**src/hdl/swac_pkg.sv**
```systemverilog
// Shared types and constants for the sliding window alarm counter.
// Holds the beat structs, window sizing, register map and reset values.
// No dependencies.
package swac_pkg;

  localparam int unsigned WINDOW_LEN = 5;
  localparam int unsigned HIST_LEN   = WINDOW_LEN - 1;
  localparam int unsigned READ_W     = 16;
  localparam int unsigned COUNT_W    = 16;
  localparam int unsigned FILL_W     = $clog2(HIST_LEN + 1);
  localparam int unsigned ELEV_W     = $clog2(WINDOW_LEN + 1);
  localparam int unsigned MINEL_W    = 3;
  localparam int unsigned AVG_W      = 15;
  localparam int unsigned CMP_W      = (ELEV_W > MINEL_W) ? ELEV_W : MINEL_W;
  // Window sum plus headroom for the signed compare against the average limit
  localparam int unsigned SUM_W      = READ_W + $clog2(WINDOW_LEN) + 2;

  localparam int unsigned PADDR_W    = 4;
  localparam int unsigned PDATA_W    = 32;

  localparam logic signed [READ_W-1:0]  OVER_LIMIT_RST  = 16'sd150;
  localparam logic signed [READ_W-1:0]  LEVEL_THRES_RST = 16'sd70;
  localparam logic        [MINEL_W-1:0] MIN_ELEV_RST    = 3'd3;
  localparam logic        [AVG_W-1:0]   AVG_LIMIT_RST   = 15'd90;
  localparam logic        [COUNT_W-1:0] COUNT_MAX       = '1;

  typedef enum logic [1:0] {
    REG_OVER_LIMIT   = 2'd0,
    REG_LEVEL_THRES  = 2'd1,
    REG_MIN_ELEVATED = 2'd2,
    REG_AVG_LIMIT    = 2'd3
  } cfg_reg_e;

  typedef struct packed {
    logic signed [READ_W-1:0] reading;
    logic                     last_reading;
  } in_beat_t;

  typedef struct packed {
    logic               window_ready;
    logic               critical;
    logic [COUNT_W-1:0] critical_count;
    logic               sequence_done;
  } out_beat_t;

endpackage

```
**src/hdl/sliding_window_alarm_counter.sv**
```systemverilog
// Sliding window alarm counter: judges each five-reading window of a sensor stream.
// Depends on swac_pkg for beat types, window sizing and the register map.
//
//  channel  | direction | handshake                | beat
//  ---------+-----------+--------------------------+---------------------------
//  in       | sink      | in_valid_i / in_stall_o  | swac_pkg::in_beat_t
//  out      | source    | out_valid_o / out_stall_i| swac_pkg::out_beat_t
//  config   | APB slave | psel/penable/pwrite      | 32-bit registers at 4*i
//
// One beat is taken every cycle while the result register can move on; an accepted
// beat passes the input register, then judge logic into the result register.
// The history update sits on the single judge stage, so consecutive beats see each
// other's readings with no bubble.
// Reset clears the history, fill level, tally and both stage valids, and loads
// the register reset values. A stalled output holds its beat; the input stage
// keeps accepting as long as the result register can move on.
module sliding_window_alarm_counter (
  input  logic                                clk_i,
  input  logic                                rst_ni,
  input  logic                                in_valid_i,
  output logic                                in_stall_o,
  input  swac_pkg::in_beat_t                  in_data_i,
  output logic                                out_valid_o,
  input  logic                                out_stall_i,
  output swac_pkg::out_beat_t                 out_data_o,
  input  logic                                psel,
  input  logic                                penable,
  input  logic                                pwrite,
  input  logic [swac_pkg::PADDR_W-1:0]        paddr,
  input  logic [swac_pkg::PDATA_W-1:0]        pwdata,
  output logic [swac_pkg::PDATA_W-1:0]        prdata,
  output logic                                pready
);

  // ---------------------------------------------------------------------------
  // Configuration registers
  // ---------------------------------------------------------------------------
  logic signed [swac_pkg::READ_W-1:0]  over_limit_q;
  logic signed [swac_pkg::READ_W-1:0]  level_thres_q;
  logic        [swac_pkg::MINEL_W-1:0] min_elev_q;
  logic        [swac_pkg::AVG_W-1:0]   avg_limit_q;
  logic                                cfg_wr;
  swac_pkg::cfg_reg_e                  cfg_sel;

  assign pready  = 1'b1;
  assign cfg_wr  = psel & penable & pwrite & pready;
  // word address: drop the byte offset
  assign cfg_sel = swac_pkg::cfg_reg_e'(paddr[3:2]);

  always_ff @(posedge clk_i or negedge rst_ni) begin
    if (!rst_ni) begin
      over_limit_q  <= swac_pkg::OVER_LIMIT_RST;
      level_thres_q <= swac_pkg::LEVEL_THRES_RST;
      min_elev_q    <= swac_pkg::MIN_ELEV_RST;
      avg_limit_q   <= swac_pkg::AVG_LIMIT_RST;
    end else if (cfg_wr) begin
      case (cfg_sel)
        swac_pkg::REG_OVER_LIMIT:   over_limit_q  <= pwdata[swac_pkg::READ_W-1:0];
        swac_pkg::REG_LEVEL_THRES:  level_thres_q <= pwdata[swac_pkg::READ_W-1:0];
        swac_pkg::REG_MIN_ELEVATED: min_elev_q    <= pwdata[swac_pkg::MINEL_W-1:0];
        swac_pkg::REG_AVG_LIMIT:    avg_limit_q   <= pwdata[swac_pkg::AVG_W-1:0];
        default: ;
      endcase
    end
  end

  always_comb begin
    case (cfg_sel)
      swac_pkg::REG_OVER_LIMIT:
        prdata = {{(swac_pkg::PDATA_W-swac_pkg::READ_W){over_limit_q[swac_pkg::READ_W-1]}},
                  over_limit_q};
      swac_pkg::REG_LEVEL_THRES:
        prdata = {{(swac_pkg::PDATA_W-swac_pkg::READ_W){level_thres_q[swac_pkg::READ_W-1]}},
                  level_thres_q};
      swac_pkg::REG_MIN_ELEVATED:
        prdata = {{(swac_pkg::PDATA_W-swac_pkg::MINEL_W){1'b0}}, min_elev_q};
      swac_pkg::REG_AVG_LIMIT:
        prdata = {{(swac_pkg::PDATA_W-swac_pkg::AVG_W){1'b0}}, avg_limit_q};
      default:
        prdata = '0;
    endcase
  end

  // ---------------------------------------------------------------------------
  // Flow control: input register feeds the judge stage, which loads the
  // result register. Advance whenever the result register is free or drained.
  // ---------------------------------------------------------------------------
  logic                s1_valid_q;
  swac_pkg::in_beat_t  s1_data_q;
  logic                out_valid_q;
  swac_pkg::out_beat_t out_data_q;
  logic                s1_adv;
  logic                s1_fire;
  logic                in_take;

  assign s1_adv      = ~out_valid_q | ~out_stall_i;
  assign s1_fire     = s1_valid_q & s1_adv;
  assign in_stall_o  = s1_valid_q & ~s1_adv;
  assign in_take     = in_valid_i & ~in_stall_o;
  assign out_valid_o = out_valid_q;
  assign out_data_o  = out_data_q;

  always_ff @(posedge clk_i or negedge rst_ni) begin
    if (!rst_ni) begin
      s1_valid_q <= 1'b0;
    end else if (~s1_valid_q | s1_adv) begin
      s1_valid_q <= in_valid_i;
    end
  end

  // payload: load only on a taken beat
  always_ff @(posedge clk_i) begin
    if (in_take) begin
      s1_data_q <= in_data_i;
    end
  end

  // ---------------------------------------------------------------------------
  // Window state. The history shifts in the newest reading, except that the last
  // reading of a sequence clears it; a window is judged only once the fill level
  // says every slot holds a real reading, so zeros pushed out while filling never matter.
  // ---------------------------------------------------------------------------
  logic signed [swac_pkg::READ_W-1:0]  hist_q [swac_pkg::HIST_LEN];
  logic        [swac_pkg::FILL_W-1:0]  fill_q;
  logic        [swac_pkg::COUNT_W-1:0] tally_q;

  logic                                full;
  logic signed [swac_pkg::SUM_W-1:0]   sum_w;
  logic        [swac_pkg::ELEV_W-1:0]  elev_w;
  logic                                over_w;
  logic        [swac_pkg::SUM_W-1:0]   lim_w;
  logic                                crit_w;
  logic        [swac_pkg::COUNT_W-1:0] tally_d;
  logic signed [swac_pkg::READ_W-1:0]  newest;

  assign newest = s1_data_q.reading;
  assign full   = (fill_q >= swac_pkg::FILL_W'(swac_pkg::HIST_LEN));

  // Sum, elevated count and over-limit flag across the window
  always_comb begin
    sum_w  = {{(swac_pkg::SUM_W-swac_pkg::READ_W){newest[swac_pkg::READ_W-1]}}, newest};
    elev_w = swac_pkg::ELEV_W'(newest >= level_thres_q);
    over_w = (newest > over_limit_q);
    for (int i = 0; i < swac_pkg::HIST_LEN; i++) begin
      sum_w  = sum_w + {{(swac_pkg::SUM_W-swac_pkg::READ_W){hist_q[i][swac_pkg::READ_W-1]}},
                        hist_q[i]};
      elev_w = elev_w + swac_pkg::ELEV_W'(hist_q[i] >= level_thres_q);
      over_w = over_w | (hist_q[i] > over_limit_q);
    end
  end

  // Truncated average above the limit, done exactly as sum >= N*(limit+1)
  assign lim_w  = (swac_pkg::SUM_W'(avg_limit_q) + swac_pkg::SUM_W'(1))
                * swac_pkg::SUM_W'(swac_pkg::WINDOW_LEN);
  assign crit_w = full & ~over_w
                & (swac_pkg::CMP_W'(elev_w) >= swac_pkg::CMP_W'(min_elev_q))
                & ($signed(sum_w) >= $signed(lim_w));

  // Saturating tally
  assign tally_d = (crit_w && (tally_q != swac_pkg::COUNT_MAX))
                 ? tally_q + swac_pkg::COUNT_W'(1) : tally_q;

  always_ff @(posedge clk_i or negedge rst_ni) begin
    if (!rst_ni) begin
      for (int i = 0; i < swac_pkg::HIST_LEN; i++) begin
        hist_q[i] <= '0;
      end
      fill_q  <= '0;
      tally_q <= '0;
    end else if (s1_fire) begin
      if (s1_data_q.last_reading) begin
        // sequence ends: drop the window and restart the count
        for (int i = 0; i < swac_pkg::HIST_LEN; i++) begin
          hist_q[i] <= '0;
        end
        fill_q  <= '0;
        tally_q <= '0;
      end else begin
        for (int i = 0; i + 1 < swac_pkg::HIST_LEN; i++) begin
          hist_q[i] <= hist_q[i+1];
        end
        hist_q[swac_pkg::HIST_LEN-1] <= newest;
        fill_q  <= full ? fill_q : fill_q + swac_pkg::FILL_W'(1);
        tally_q <= tally_d;
      end
    end
  end

  // ---------------------------------------------------------------------------
  // Result register
  // ---------------------------------------------------------------------------
  always_ff @(posedge clk_i or negedge rst_ni) begin
    if (!rst_ni) begin
      out_valid_q <= 1'b0;
    end else if (s1_adv) begin
      out_valid_q <= s1_valid_q;
    end
  end

  always_ff @(posedge clk_i) begin
    if (s1_fire) begin
      out_data_q.window_ready   <= full;
      out_data_q.critical       <= crit_w;
      out_data_q.critical_count <= tally_d;
      out_data_q.sequence_done  <= s1_data_q.last_reading;
    end
  end

  // ---------------------------------------------------------------------------
  // Assertions
  // ---------------------------------------------------------------------------
  a_fill_bound: assert property (@(posedge clk_i) disable iff (!rst_ni)
    fill_q <= swac_pkg::FILL_W'(swac_pkg::HIST_LEN))
    else $error("fill level beyond history depth");

  a_last_clears: assert property (@(posedge clk_i) disable iff (!rst_ni)
    (s1_fire && s1_data_q.last_reading) |=> (fill_q == '0 && tally_q == '0))
    else $error("window state not cleared after last reading");

  a_crit_needs_window: assert property (@(posedge clk_i) disable iff (!rst_ni)
    (out_valid_o && out_data_o.critical) |->
      (out_data_o.window_ready && out_data_o.critical_count != '0))
    else $error("critical result without full window or count");

  a_no_fire_when_full_out: assert property (@(posedge clk_i) disable iff (!rst_ni)
    (out_valid_q && out_stall_i) |=> $stable(tally_q) && $stable(fill_q))
    else $error("window state moved while result stalled");

endmodule
```
**config.mk**
```make
export PLATFORM = sky130hd
export DESIGN_NAME = sliding_window_alarm_counter
export DESIGN_NICKNAME = d
export VERILOG_FILES = /design/src/hdl/swac_pkg.sv /design/src/hdl/sliding_window_alarm_counter.sv
export SDC_FILE = /design/constraint.sdc
export NUM_CORES = 1
export LEC_CHECK = 0
export BUFFER_PORTS_ARGS = -buffer_cell sky130_fd_sc_hd__buf_4
export CAP_MARGIN = 20
export CELL_PAD_IN_SITES_DETAIL_PLACEMENT = 1
export CELL_PAD_IN_SITES_GLOBAL_PLACEMENT = 1
export CORE_UTILIZATION = 44
export DETAILED_ROUTE_END_ITERATION = 8
export HOLD_SLACK_MARGIN = 0.12
export PLACE_DENSITY_LB_ADDON = 0.05
export SLEW_MARGIN = 15
export SYNTH_ARGS = -nofsm -noshare
export SYNTH_HDL_FRONTEND = slang
export SYNTH_SLANG_ARGS = --single-unit
```
**constraint.sdc**
```tcl
create_clock -name clk_i -period 6.8 [get_ports clk_i]
set_clock_uncertainty 0.05 [all_clocks]
set_input_delay 0.68 -clock clk_i [delete_from_list [all_inputs] [get_ports clk_i]]
set_output_delay 0.68 -clock clk_i [all_outputs]
set_load 0.01 [all_outputs]
```
After elaboration in Yosys (flattened, before gate mapping)

Cells that the tools add are included.

RAM bits: 0
Output and inout bits: 54
Input port bits: 60
Bits in registers: 171
Memory bits (read-only): 0
Memories: 0
Bits in latches: 0
Word-level logic and storage cells: 81

$add $sub $neg: 11
Equal/unequal tests: 5
Magnitude comparators: 13
Muxes and demuxes: 6
Reduce and logical (&&, ||, !) cells: 7
Multiply operators: 1
Bitwise gates (word level): 20
Shift-type cells: 0
Divide/modulo/power cells: 0

Operator list:

| operator                | number |
|---|---|
| $pmux W32 S4            | 1 |
| $ge A16 B16 Y1          | 5 |
| $gt A16 B16 Y1          | 5 |
| $mux W64                | 1 |
| $mux W16                | 2 |
| $add A19 B16 Y20        | 1 |
| $ge A20 B20 Y1          | 1 |
| $add A18 B16 Y19        | 1 |
| $mul A16 B3 Y19 const B | 1 |
| $add A17 B16 Y18        | 1 |
| $add A16 B16 Y17        | 1 |
| $add A15 B1 Y16 const B | 1 |
| $add A16 B1 Y16 const B | 1 |
| $ne A16 B16 Y1 const B  | 1 |
| $reduce_and A2 Y1       | 5 |
| $and A1 B1 Y1           | 8 |
| $add A3 B1 Y3           | 2 |
| $mux W3                 | 2 |
| $not A1 Y1              | 6 |
| $or A1 B1 Y1            | 6 |
| $eq A2 B2 Y1 const B    | 2 |
| $add A2 B1 Y3           | 1 |
| $add A3 B1 Y3 const B   | 1 |
| $ge A3 B3 Y1            | 1 |
| 6 further kinds         | 6 |

Longest topological paths before layout

Gate-level depths: netlist of the first run.

Depth after elaboration: 12
Mapped depth: 28
Gate-level depth less buffers: 27

Worst setup path before layout of the first run

OpenSTA, ideal clock, no wires.

Kind: register -> register
Start point: reg hist_q[1] in the netlist's numbering
End point: reg out_data_q, in the netlist out_data_o[13] (data pin)
Cell stages (with the launch flop): 26
Buffers on the path: 1
Arrival time: 6.019 ns
Library setup time: 0.260 ns
Slack: 0.471 ns
Period minus slack after synthesis: 6.329 ns
Required time: 6.490 ns
Cells stage by stage: dfrtp_1 inv_1 fa_1 fa_1 fa_1 inv_1 ha_1 fa_1 a211oi_1 o21ai_1 a31oi_2 o2111ai_1 o2111a_1 nor2_1 o21ai_0 xor2_1 ha_1 a211o_1 a2111oi_0 nand4_1 nand3_1 and4b_4 and3_1 buf_6 and3_1 mux2_4

Cells in the longest elaborated chain, start to end: 8
Elaborated cells between the ends (all ways): 13
Classes of those cells: add/sub (2); order compare (4); mux (1); bitwise (5); reduce/logical (1)

RTL lines:

| what                                                     | line                                | RTL |
|---|---|---|
| start: declaration                                       | sliding_window_alarm_counter.sv:123 | `logic signed [swac_pkg::READ_W-1:0] hist_q [swac_pkg::HIST_LEN];` |
| start signal: indexed assignment                         | sliding_window_alarm_counter.sv:180 | `hist_q[i] <= hist_q[i+1];` |
| start signal: indexed assignment                         | sliding_window_alarm_counter.sv:182 | `hist_q[swac_pkg::HIST_LEN-1] <= newest;` |
| branches (longest 5 deep; another with $add A19 B16 Y20) | -                                   |  |
| $and A1 B1 Y1 (*)                                        | sliding_window_alarm_counter.sv:157 | `& ($signed(sum_w) >= $signed(lim_w));` |
| $logic_and A1 B1 Y1 (*)                                  | sliding_window_alarm_counter.sv:160 | `assign tally_d = (crit_w && (tally_q != swac_pkg::COUNT_MAX))` |
| $mux W16 (*)                                             | sliding_window_alarm_counter.sv:161 | `? tally_q + swac_pkg::COUNT_W'(1) : tally_q;` |
| via tally_d, one bit                                     | sliding_window_alarm_counter.sv:133 | `logic [swac_pkg::COUNT_W-1:0] tally_d;` |
| end: declaration                                         | sliding_window_alarm_counter.sv:91  | `swac_pkg::out_beat_t out_data_q;` |

Mark *: on every way through the listed nets, which the timed path passes.
A chain may end at the register's enable or synchronous reset.

Final worst setup path of the first run

Start point: reg hist_q[2] in the netlist's numbering
End point: reg tally_q[10] in the netlist's numbering

Cells in the longest elaborated chain, start to end: 9
Elaborated cells between the ends (all ways): 14
Classes of those cells: add/sub (2); order compare (4); mux (2); bitwise (5); reduce/logical (1)

RTL lines:

| what                                                     | line                                | RTL |
|---|---|---|
| branches (longest 5 deep; another with $add A19 B16 Y20) | -                                   |  |
| $and A1 B1 Y1 (*)                                        | sliding_window_alarm_counter.sv:157 |  |
| $logic_and A1 B1 Y1 (*)                                  | sliding_window_alarm_counter.sv:160 |  |
| $mux W16 (*)                                             | sliding_window_alarm_counter.sv:161 |  |
| $mux W16 (*)                                             | sliding_window_alarm_counter.sv:171 | `if (s1_data_q.last_reading) begin` |
| end signal: assignment                                   | sliding_window_alarm_counter.sv:184 | `tally_q <= tally_d;` |
| end: declaration                                         | sliding_window_alarm_counter.sv:125 | `logic [swac_pkg::COUNT_W-1:0] tally_q;` |

Mark *: on every way between the ends.

==> metrics.txt, run 1 <==
initial antenna violation count 1; Post-route DRC 0; Crit Path Max Fanout 5; Synthesized Nets 1,972; Die Y 187 µm; Max clock buf depth 2; Synth top area share 0.204; r2r startpoint hist_q[2]$_DFFE_PN0P_; total power between 5000 and 6000 µW; fin crit period 6610 ps; setup TNS 0 ps; Distinct cells, synth 81; sequential area share after synthesis 0.298; RSZ-0062 raised after global routing yes; Post-synth EDFFs 36; pin count of the biggest net entering global routing 99; worst r2r path cells 29; post-synthesis cell area 15,000 µm²; flop2flop setup slack 190 ps; Worst R2R End tally_q[10]$_DFFE_PN0P_; Post-CTS Hold Buffers 0; top cells by area, synth dfrtp_1 (20%), ha_1 (20%), edfxtp_1 (7.2%); Critical Path Slowest Stage Cell fa_1; global placement routability congestion 0.840; CTS sink cnt 171; Max Clock Freq about 150 MHz; Post-Syn Instances 1,624; die area 34,800 µm²; WL/cell 21.5 µm; area of the core 33,500 µm²; startpoint types flop; global-route wire length before repair 74,600 µm; DIE WIDTH 187 µm; floorplan row count 67; VDD IR max about 0.21 mV; Finished Core Util 0.512; Layout Cell Area excl Fill 17,200 µm²; Nets 2,072; Final ANT Viol Nets 0; pwr/cell area about 320 nW/µm²; initial cell density of the core 0.447; drt via density about 5.7; final slew viol count 0; Async SR Flop Fraction 0.789; Root Driver clkbuf_16; average size of a mapped cell 9.24 µm²; Worst slew margin 0.284; cell taking the most area after synthesis dfrtp_1; total gr overflow 0; Place WS -133 ps; P_leak 0.00809 µW; CTS Buf Count 17; H-tree lvl count 4; HP Class primary input to asynchronous set/reset pin; gr usage total 0.277; Worst Tran Pin Value 1070 ps; post-synthesis register bit count 171; final setup margin 186 ps; First DRT Iteration DRCs 489; crit path kind flop to flop; Reg clk slew, reported paths 70 ps; dpl cell area 16,400 µm²; Final Cycle Share 0.973; Syn-to-layout area delta 14.5%; WP data required 7090 ps; status completed; main flop type after synthesis dfrtp_1; CP most frequent cell inv_1; CP max stage delay 540 ps; Yosys warnings 0; number of max-cap violations 0; routed wire length about 47,000 µm; Final Hold Vio Count 0; vias in the first global route 13,200; CP Capture Type flop; PortBufs 94; io pins 114; DP Wirelength 37,200 µm; CTS tree yes; via count 12,400; ratio of cells with drive above 1 in the final layout 0.154; WP data arrival between 6000 and 7000 ps; final-report setup violation count 0; DRT Pass-1 Iters 4; worst skew pair latency 460 ps
## worst max path at each step
stage | from | endpoint | slack, ps | cells after the start
floorplan | hist_q[1]$_DFFE_PN0P_ | out_data_o[13]$_DFFE_PP_ | 470 | 25
global placement | hist_q[1]$_DFFE_PN0P_ | out_data_o[13]$_DFFE_PP_ | -130 | 27
detailed placement | hist_q[6]$_DFFE_PN0P_ | out_data_o[13]$_DFFE_PP_ | -130 | 27
CTS | hist_q[1]$_DFFE_PN0P_ | tally_q[15]$_DFFE_PN0P_ | -50 | 27
global route | hist_q[2]$_DFFE_PN0P_ | tally_q[1]$_DFFE_PN0P_ | -90 | 29
finish | hist_q[2]$_DFFE_PN0P_ | tally_q[10]$_DFFE_PN0P_ | 190 | 29
## per-stage QoR
step	hold slack, ps	std cells
6_report	169	2186
5_1_grt	225	2186
4_1_cts	201	2181
3_5_place_dp	466	2149
3_3_place_gp	461	2149
2_1_floorplan	334	1624
## where the power goes
part           internal [µW]  switching [µW]  total [µW]
combinational           1310            1830        3140
clock                    502             464         966
sequential              1230             163        1390
## layout make-up
class	count	area [µm²]
Clock buffer	17	425
Inverter	228	856
Sequential cell	171	4480
Timing Repair Buffer	151	1160
Multi-Input combinational cell	1155	9570
Clock inverter	15	123
Antenna cell	1	2.50
Fill cell	3875	16400
Tap cell	448	561
## logic make-up after synthesis
logic type               share of synthesized area
adder cells (fa/ha/maj)                      0.267
buffers and inverters                       0.0799
XOR/XNOR                                    0.0304
multiplexers                                0.0249
other                                     0.000250
AO/OA/AOI/OAI                                0.157
flip-flops                                   0.298
AND/OR/NAND/NOR                              0.142
## Yosys cell counts (3+ instances only)
library cell,count
ha_1,235
inv_1,226
nand2_1,165
dfrtp_1,122
o21ai_0,81
o31ai_1,71
a21oi_1,70
fa_1,53
nor2_1,49
clkbuf_1,47
nand4_1,43
edfxtp_1,36
nand3_1,33
nor2b_1,29
xnor2_1,29
nor3_1,27
mux2_2,23
xor2_1,23
nand2b_1,19
o21a_1,19
a21o_1,17
buf_4,17
and3_1,15
a211oi_1,13
dfstp_2,13
a22o_1,12
o211ai_1,12
nor4_1,10
or4_1,9
a2111oi_0,7
a211o_1,7
o21ai_1,7
or3_1,7
o311ai_0,5
a22oi_1,4
and2_1,4
buf_2,4
or2_2,4
a41oi_1,3
mux4_2,3
nand3b_1,3
nor4b_1,3
## per-layer routing
| layer | GRT usage | vias to the layer above | wire, µm |
|---|---|---|---|
| met5 | 0 | - | 0 |
| met4 | 0.0681 | 0 | 833 |
| met3 | 0.0389 | 43 | 1400 |
| met2 | 0.478 | 182 | 23300 |
| met1 | 0.366 | 6253 | 21500 |
| li1 | - | 5907 | - |
## cells in the final DEF, fill, tap and decap left out, types with 47 or more instances in the layout
cell type / Yosys / routed
o21ai_0: 81 / 78
fa_1: 53 / 52
nand2_1: 165 / 164
dfrtp_1: 122 / 122
o31ai_1: 71 / 71
nor2_1: 49 / 47
inv_1: 226 / 225
buf_4: 17 / 148
a21oi_1: 70 / 67
ha_1: 235 / 230
## flip-flops by register name, summed over array words and instances, names as in the netlist
register and count:
s1_data_q 1, tally_q 16, hist_q 64, out_valid_o 1
s1_valid_q 1, newest 16, min_elev_q 3, level_thres_q 16
over_limit_q 16, avg_limit_q 15, out_data_o 19, fill_q 3
## timing repair
| item | 4_1_cts | 5_1_grt |
|---|---|---|
| pin swaps | 0 | 22 |
| gates resized for setup | 2 | 41 |
| gates cloned | 0 | 1 |
| setup endpoints to repair | 18 | 32 |
| setup buffers | 0 | 2 |
## worst max-delay path, delay by kind of cell (launching register included)
| kind | cells | cell delay [ps] |
|---|---|---|
| and+or+nand+nor | 7 | 1590 |
| adders and majority gates | 5 | 2250 |
| DFF | 1 | 360 |
| xor gates and xnor gates | 1 | 90 |
| AOI/OAI and AO/OA | 10 | 1550 |
| buffers and inverters | 6 | 630 |
No activity file was read; power rests on OpenSTA's default activity.
==> run 2: changes to the inputs <==
CORE_MARGIN = 2   (was default)
CORE_UTILIZATION = 52   (was 44)
clock period = 8.3 ns   (was 6.8 ns; I/O delays follow)
==> run 2 against run 1 <==
Compared with the run above: first-iteration DRC count grew 38%; critical path type unchanged; design area shrank 3.9%; critical endpoint is now out_data_o[13]$_DFFE_PP_; non-clock buffer count shrank 49; largest power group unchanged; clock power shrank 14%; register-to-register slack gained 510 ps; maximum frequency shrank 13%; wire length shrank 3.2%; power shrank 21%; global-route usage grew 3.3 points; clock-buffer cell count grew 4; sequential share of layout area grew 1.1 points; sequential power shrank 17%.
==> metrics.txt, run 2 (synthesis gave the netlist of run 1 again) <==
status completed (unchanged); Finished Layout Cells 2,071 (was 2,186); RSZ-0062 raised after global routing no (was yes); Post-route DRC 0 (unchanged); pin count of the biggest net entering global routing 78 (was 99); fin crit period 7600 ps (was 6610 ps); setup TNS 0 ps (unchanged); Max Clock Freq 132 MHz (was 151 MHz); total power 4360 µW (was 5500 µW); global-route wire length before repair 72,600 µm (was 74,600 µm); HP Class primary input to asynchronous set/reset pin (unchanged); Worst slew margin 0.269 (was 0.284); PortBufs 94 (unchanged); sw power 1940 µW (was 2460 µW); Crit Path Max Fanout 7 (was 5); Top reg by flops hist_q (unchanged); H-tree lvl count 4 (unchanged); worst r2r path cells 25 (was 29); Final Cycle Share 0.916 (was 0.973); Flop pwr share 0.264 (was 0.253); r2r startpoint hist_q[2]$_DFFE_PN0P_ (unchanged); total gr overflow 0 (unchanged); DRT Pass-1 Iters 7 (was 4); ratio of cells with drive above 1 in the final layout 0.112 (was 0.154); WP data required 8460 ps (was 7090 ps); CP max stage delay 680 ps (was 540 ps); routed wire length 45,500 µm (was 47,000 µm); Net Sw Frac 0.445 (was 0.447); hold slack final 347 ps (was 169 ps); DP Wirelength 35,700 µm (was 37,200 µm); P_leak 0.00783 µW (was 0.00809 µW); Worst Tran Pin Value 1100 ps (was 1070 ps); crit path kind flop to flop (unchanged); Comb pwr share 0.546 (was 0.572); Reg clk slew, reported paths 70 ps (about the same); Worst R2R End out_data_o[13]$_DFFE_PP_ (was tally_q[10]$_DFFE_PN0P_); die area 30,200 µm² (was 34,800 µm²); final-report setup violation count 0 (unchanged); startpoint types flop (unchanged); Nets 2,022 (was 2,072); CP Capture Type flop (unchanged); GR Util met2 0.535 (was 0.478); Final ANT Viol Nets 0 (unchanged); Final Hold Vio Count 0 (unchanged); max reg flops 64 (unchanged); layer with the highest usage met2 (unchanged); VDD IR max 0.149 mV (was 0.214 mV); most common cell after layout, fill and taps aside ha_1 (unchanged); vias in the first global route 13,400 (was 13,200); WL/cell 22.0 µm (was 21.5 µm); CTS Buf Count 17 (unchanged); area of the core 28,500 µm² (was 33,500 µm²); grt met3 use 0.0412 (was 0.0389); worst skew pair latency 470 ps (was 460 ps); met1 GRT Util 0.387 (was 0.366); drt via density 5.99 (was 5.67); Resize count post-CTS 0 (was 2); flop2flop setup slack 700 ps (was 190 ps); DIE WIDTH 174 µm (was 187 µm); Die Y 174 µm (was 187 µm); CTS tree yes (unchanged); Root Driver clkbuf_16 (unchanged); io pins 114 (unchanged); number of max-cap violations 0 (unchanged); antenna cells 0 (was 1); most frequent cells in the layout ha_1 (235), inv_1 (226), nand2_1 (164) (was ha_1 (230), inv_1 (225), nand2_1 (164)); # Post-CTS Setup Buffers 0 (unchanged); pwr/cell area 264 nW/µm² (was 320 nW/µm²); global placement routability congestion 0.920 (was 0.840); WP data arrival 7760 ps (was 6910 ps); Placed Cells incl. Taps 2,038 (was 2,149); First DRT Iteration DRCs 675 (was 489); floorplan row count 62 (was 67); initial cell density of the core 0.525 (was 0.447); Syn-to-layout area delta 10.0% (was 14.5%); final slew viol count 0 (unchanged); Critical Path Slowest Stage Cell a2111oi_0 (was fa_1); P_int 2420 µW (was 3040 µW); Clk pwr share 0.190 (was 0.176); gr usage total 0.310 (was 0.277); via count 12,400 (about the same); CTS sink cnt 171 (unchanged); initial antenna violation count 1 (unchanged); Max clock buf depth 2 (unchanged); Post-CTS Hold Buffers 0 (unchanged)
==> run 2: through the flow <==
| stage | utilization | setup WS [ps] | instance area, µm² |
|---|---|---|---|
| final | 0.578 | 699 | 16500 |
| after global routing | 0.578 | 367 | 16500 |
| after CTS | 0.578 | 656 | 16500 |
| after detailed placement | 0.557 | 702 | 15900 |
| after global placement | 0.557 | 770 | 15900 |
| after floorplan | - | 1970 | 15000 |
==> run 2: worst max path at each step <==
stage / startpoint / to / slack (ps) / cells after the start
final: hist_q[2]$_DFFE_PN0P_ / out_data_o[13]$_DFFE_PP_ / 700 / 25
after global routing: hist_q[1]$_DFFE_PN0P_ / out_data_o[13]$_DFFE_PP_ / 370 / 26
after CTS: hist_q[2]$_DFFE_PN0P_ / out_data_o[13]$_DFFE_PP_ / 660 / 27
after detailed placement: hist_q[2]$_DFFE_PN0P_ / out_data_o[13]$_DFFE_PP_ / 700 / 25
after global placement: hist_q[2]$_DFFE_PN0P_ / out_data_o[13]$_DFFE_PP_ / 770 / 25
after floorplan: hist_q[1]$_DFFE_PN0P_ / out_data_o[13]$_DFFE_PP_ / 1970 / 25
==> run 2: worst max-delay path: cells and delay by family (launching register included) <==
family,cells,cell delay [ps]
compound gates,9,2480
simple gates,5,1260
fa+ha+maj,5,2350
mux,1,300
xor+xnor,1,160
buf+inv,4,310
flops,1,430
==> run 2: power by group through the flow <==
stage	sequential (µW)	combinational [µW]	clock [µW]
after CTS	1150	2380	834
after detailed placement	1160	2350	0
after global routing	1170	2690	863
after global placement	1160	2230	0
final	1150	2380	828
after floorplan	1110	1670	0
==> run 2: layout make-up <==
cell class	instances	area [µm²]
clock buffers	21	472
clock inverters	11	106
fillers	3346	12000
inverters	228	856
multi-input cells	1154	9340
flip-flops and latches	171	4480
well taps	384	480
repair buffers	102	769
==> run 2: metal layers <==
| layer | up-vias | wire length, µm |
|---|---|---|
| met1 | 6229 | 19700 |
| met3 | 90 | 1710 |
| met2 | 290 | 22300 |
| li1 | 5801 | - |
| met5 | - | 12 |
| met4 | 2 | 1860 |
